===== src/rtl/itp_pkg.sv =====
`default_nettype none
// ----------------------------------------------------------------------------
// itp_pkg
// Shared types, constants and helpers for the indexed texel palette expander.
// ----------------------------------------------------------------------------
package itp_pkg;

    localparam int PALETTE_ENTRIES_DEF = 256;
    localparam int PIXEL_CODES         = 256;
    localparam int NIBBLE_W            = 4;
    localparam int COLOR_W             = 32;
    localparam int PIXEL_W             = 8;
    localparam int S_TDATA_W           = 40;

    typedef enum logic {
        MODE_PALETTE = 1'b0,
        MODE_PIXEL   = 1'b1
    } item_mode_t;

    typedef enum logic {
        FMT_8BIT = 1'b0,
        FMT_4BIT = 1'b1
    } pix_fmt_t;

    // stored word has the first file byte low; colors go out red-first
    function automatic logic [COLOR_W-1:0] byte_reverse(input logic [COLOR_W-1:0] w);
        return {w[7:0], w[15:8], w[23:16], w[31:24]};
    endfunction

endpackage
`default_nettype wire


===== src/rtl/itp_load_ctrl.sv =====
`default_nettype none
// ----------------------------------------------------------------------------
// itp_load_ctrl
// Running palette load position and the write address derived from it.
// ----------------------------------------------------------------------------
module itp_load_ctrl #(
    parameter int PALETTE_ENTRIES = itp_pkg::PALETTE_ENTRIES_DEF
) (
    input  logic                                 clk,
    input  logic                                 rst_n,
    input  itp_pkg::pix_fmt_t                    fmt,
    input  logic                                 advance,
    output logic [$clog2(PALETTE_ENTRIES)-1:0]   wr_addr
);
    import itp_pkg::*;

    localparam int AW = $clog2(PALETTE_ENTRIES);

    logic [AW-1:0]       pos_reg;
    logic [AW-1:0]       pos_next;
    logic [AW:0]         pos_ext;
    logic [AW:0]         swapped;
    logic [NIBBLE_W-1:0] small_next;

    always_comb
    begin
        pos_ext    = {1'b0, pos_reg};
        // clut unswizzle: exchange bits 3 and 4
        swapped    = pos_ext;
        swapped[4] = pos_ext[3];
        swapped[3] = pos_ext[4];
        small_next = pos_reg[NIBBLE_W-1:0] + NIBBLE_W'(1);

        case (fmt)
            FMT_8BIT:
            begin
                if (swapped >= (AW+1)'(PALETTE_ENTRIES))
                begin
                    wr_addr = AW'(swapped - (AW+1)'(PALETTE_ENTRIES));
                end
                else
                begin
                    wr_addr = AW'(swapped);
                end
                if (pos_reg == AW'(PALETTE_ENTRIES - 1))
                begin
                    pos_next = '0;
                end
                else
                begin
                    pos_next = pos_reg + AW'(1);
                end
            end
            FMT_4BIT:
            begin
                wr_addr  = AW'(pos_reg[NIBBLE_W-1:0]);
                pos_next = AW'(small_next);
            end
            default:
            begin
                wr_addr  = pos_reg;
                pos_next = pos_reg;
            end
        endcase
    end

    always_ff @(posedge clk or negedge rst_n)
    begin
        if (!rst_n)
        begin
            pos_reg <= '0;
        end
        else if (advance)
        begin
            pos_reg <= pos_next;
        end
    end

endmodule
`default_nettype wire


===== config.mk =====
export PLATFORM = sky130hd
export DESIGN_NAME = itp_load_ctrl
export DESIGN_NICKNAME = d
export VERILOG_FILES = /design/src/rtl/itp_pkg.sv /design/src/rtl/itp_load_ctrl.sv
export SDC_FILE = /design/constraint.sdc
export NUM_CORES = 1
export LEC_CHECK = 0
export BUFFER_PORTS_ARGS = -buffer_cell sky130_fd_sc_hd__buf_2
export CAP_MARGIN = 20
export CORE_AREA = 3 3 40 42
export CTS_CLUSTER_DIAMETER = 30
export DETAILED_ROUTE_END_ITERATION = 8
export DIE_AREA = 0 0 43 45
export GPL_ROUTABILITY_DRIVEN = 0
export GPL_TIMING_DRIVEN = 0
export PLACE_DENSITY = 0.67
export SLEW_MARGIN = 20
export SYNTH_ARGS = -nofsm -noshare
export SYNTH_HDL_FRONTEND = slang
export SYNTH_SLANG_ARGS = --single-unit
export TNS_END_PERCENT = 100

===== constraint.sdc =====
create_clock -name clk -period 1.4 [get_ports clk]
set_clock_uncertainty 0.05 [all_clocks]
set_input_delay 0.07 -clock clk [delete_from_list [all_inputs] [get_ports clk]]
set_output_delay 0.07 -clock clk [all_outputs]
set_load 0.1 [all_outputs]

Word level (Yosys, flattened, before mapping)
Index checks and enable logic that the tools add are counted.
- register bits: 8
- output and inout port bits: 8
- word-level logic and storage cells: 8
- add/subtract/negate cells: 2
- equal/unequal tests: 1
- multiplexer cells: 3
- bitwise logic cells: 1
- operator list (kind ; count):
    $pmux W8 S2 ; 2
    $add A8 B1 Y8 const B ; 1
    $eq A8 B8 Y1 const B ; 1
    $mux W8 ; 1
    $add A4 B1 Y4 const B ; 1
    $not A1 Y1 ; 1

Logic depth before layout (Yosys ltp)
- word-level depth: 3
- gate-level depth with buffers: 5
- gate-level depth less buffers: 5

Worst setup path after synthesis
Ideal clock, no wire load.
- kind: register -> output
- from: register pos_reg[4]
- to: output port wr_addr[3]
- data arrival time: 2539 ps
- data required time: 1280 ps
- slack: -1259 ps
- cell stages (with the launch flop): 3
- buffers on the path: 0
- cells stage by stage: dfrtp_1 -> inv_1 -> o21ai_0
- longest elaborated chain between the ends: 1
- RTL lines (what ; line ; source):
    start, declared ; itp_load_ctrl.sv:19 ; logic [AW-1:0] pos_reg;
    start signal, assigned ; itp_load_ctrl.sv:75 ; pos_reg <= pos_next;
    $pmux W8 S2 ; itp_load_ctrl.sv:34 ; case (fmt)
    end, declared ; itp_load_ctrl.sv:13 ; output logic [$clog2(PALETTE_ENTRIES)-1:0] wr_addr
No other way between the ends. The select of a mux whose other input is x is not followed.

Final worst setup path
- from: register pos_reg[1]
- to: output port wr_addr[1]
Same word-level chain as after synthesis.

==> impl_metrics.ini <==
[timing]
relSlewSlack_pct = 67.8
setup_viol = 0
fmax_ghz = 0.743
fin_crit_sh_pct = 96.2
timing.hold.ws_ns = 0.114
max_slew.worst_pin.slew_ns = 0.487
layout_min_cycle_time_ns = 1.35
finalWorstSetupSlack_ns = 0.0532
hold_viol_final = 0
finalSetupTns_ns = 0
drv_slew = 0

[drt]
drtIter0Drc = 6
wl_per_cell_um = 12.1
avgViaCountPerCell = 5.31
routed_wl_mm = 1.03
route.detailed.drc = 0
drt_first_pass_iters = 2
ant_nets = 0
num_vias = 451

[global_routing]
grt_pass1_vias = 396
gr-usage-all-layers_pct = 12.4
grt-ovfl-total = 0
grt_pass1_wl_mm = 1.72
grt_max_degree = 11
antenna_found_initial = 0

[cts]
clk_path_buf_depth = 2
cts_tree = yes
clkTransAtPathRegs_ns = 0.05
htree_levels = 1
clock_latency_ns = 0.26
cts_root_buffer = clkbuf_4
cts_inserted_buffers = 3
clkSinkCount = 8

[finish]
fill_cells = 124
layout.nets = 77
syn2layout_area_growth_pct = 32.0
layout-drive-gt1-share_pct = 45.7
post-route-cell-area_um2 = 661
largest_register_ffs = 8
fin_util_pct = 51.4
antennaDiodeCount = 0

[critical_path]
cp.required_ns = 1.28
cp_max_fo = 7
cp_top_family = buffers and inverters
crit_path_end_kind = output pin
cp_cell_sequence = buf_4, buf_2
reg2reg_setup_slack_ns = 0.08
cp_num_buf_inv = 2
crit_slowest_cell = dfrtp_2
worstSetupStartpointType = flip-flop
cp.arrival_ns = 1.23
crit_type = flip-flop to output pin
slowest_delay_ns = 0.44

[synth]
synth_cell_types = 26
yosysSeqAreaShare_pct = 40.0
ys_warn_count = 0
synth_area_leaders = dfrtp_1 (40%), buf_4 (4.5%), mux2i_1 (4.0%)
yosys.area.top_type = dfrtp_1
netlist.area_leader.share_pct = 40.0
synthCells = 55
synth_nets = 60
syn-cell-area_um2 = 500
syn_area_per_cell_um2 = 9.10
ys_seq_elements = 8

[floorplan]
die_h_um = 45
initial_core_util_pct = 38.9
fp.dieArea_um2 = 1940
ios = 12
rows = 13
die_x_um = 43
core-area_um2 = 1280

[power_and_ir_drop]
power_density_nw_per_um2 = 2180
leakage_uw = 0.000285
vdd.ir_drop.worst_mv = 0.978

[hold_path]
worstHoldPathType = primary input to flip-flop

[outcome]
status = finished, final reports clean

[placement]
port_buffers = 11
dp_slack_ns = -0.0147
placed_cell_area_um2 = 593
dp_hpwl_um = 734

[flow_run]
drv_cap = 0
==> per-stage QoR <==
stage                     instances  total power, µW
after CTS                        85             1420
after global routing             85             1530
after floorplan                  55             1110
after detailed placement         81             1220
final                            85             1440
after global placement           81             1210
==> cell families (layout without fill, tap and decap cells) <==
group / count (synthesis) / in the layout / synth area share (%)
buffers and inverters: 9 / 24 / 9.25
xor gates and xnor gates: 2 / 2 / 3.50
and+or+nand+nor: 20 / 20 / 23.0
muxes: 2 / 2 / 4.00
AOI/OAI and AO/OA: 13 / 13 / 17.8
DFF: 8 / 8 / 40.0
adders and majority gates: 1 / 1 / 2.50
==> cells in the mapped netlist, drive strengths merged <==
cell     instances
a211o            2
a21boi           2
a21oi            2
a31oi            1
a41oi            1
and4             1
buf              4
clkbuf           1
dfrtp            8
ha               1
inv              4
mux2i            2
nand2            5
nand3            4
nand4            2
nor2             3
nor2b            3
nor3b            1
nor4             1
o21ai            2
o22ai            2
o2bb2ai          1
xnor2            2
==> path summary, 6_finish.rpt <==
path	start	to	depth (start not counted)
worst min register to register	pos_reg[3]$_DFFE_PN0P_	pos_reg[3]$_DFFE_PN0P_	1
worst max register to register	pos_reg[2]$_DFFE_PN0P_	pos_reg[3]$_DFFE_PN0P_	4
worst max-delay path	pos_reg[1]$_DFFE_PN0P_	wr_addr[1]	2
min in group asynchronous	rst_n	pos_reg[5]$_DFFE_PN0P_	2
max in group asynchronous	rst_n	pos_reg[1]$_DFFE_PN0P_	2
worst min-delay path	advance	pos_reg[3]$_DFFE_PN0P_	3
==> cell type report <==
class                   count  area, µm²  area share [%]
inverters                   4       15.0            2.27
multi-input cells          38        290            43.9
repair buffers             12       77.6            11.7
well taps                  15       18.8            2.84
clock buffers               3       22.5            3.41
plain buffers               5       31.3            4.73
flip-flops and latches      8        205            31.1
==> where the power goes <==
group          switching (µW)  leakage [µW]  internal [µW]
Clock                    83.8     0.0000138           98.5
Sequential                121     0.0000968            320
Combinational             592      0.000174            229
Total                     797      0.000285            647
==> routing by layer <==
metal	share of wire, %	wire length (µm)	track usage [%]
met5	0	0	0
met2	49	505	19.8
met1	43	440	14.1
met4	2.0	21	7.23
met3	6.1	63	5.18
==> repair_timing <==
| item | in CTS | in global routing |
|---|---|---|
| buffers inserted | 0 | 0 |
| hold buffers | 1 | 0 |
| endpoints found under the setup margin | 4 | 8 |
| hold endpoints to repair | 8 | 0 |
| resized for setup | 3 | 9 |
==> worst min-delay path: stages <==
cell	delay (ns)
buf_2	0.13
nand4_1	0.11
mux2i_1	0.07
==> placed cells by master, fill, tap and decap left out <==
cell type and instances:
nand4_1 2, ha_4 1, a21oi_1 2, nor3b_2 1
nor2_2 2, nand2_1 4, nor2_1 1, buf_4 5
a41oi_1 1, a21boi_0 1, nand2_2 1, a31oi_1 1
o21ai_1 1, nor4_2 1, a211o_1 2, dfrtp_1 4
inv_1 4, mux2i_1 2, nor2b_2 1, nor2b_4 1
dfrtp_2 4, clkbuf_1 1, buf_2 7, clkbuf_4 6
o21ai_2 1, o22ai_1 2, a21boi_1 1, o2bb2ai_1 1
nand3_1 4, xnor2_1 2, dlygate4sd3_1 1, and4_4 1
nor2b_1 1
Power figures use the tool's default switching activity.
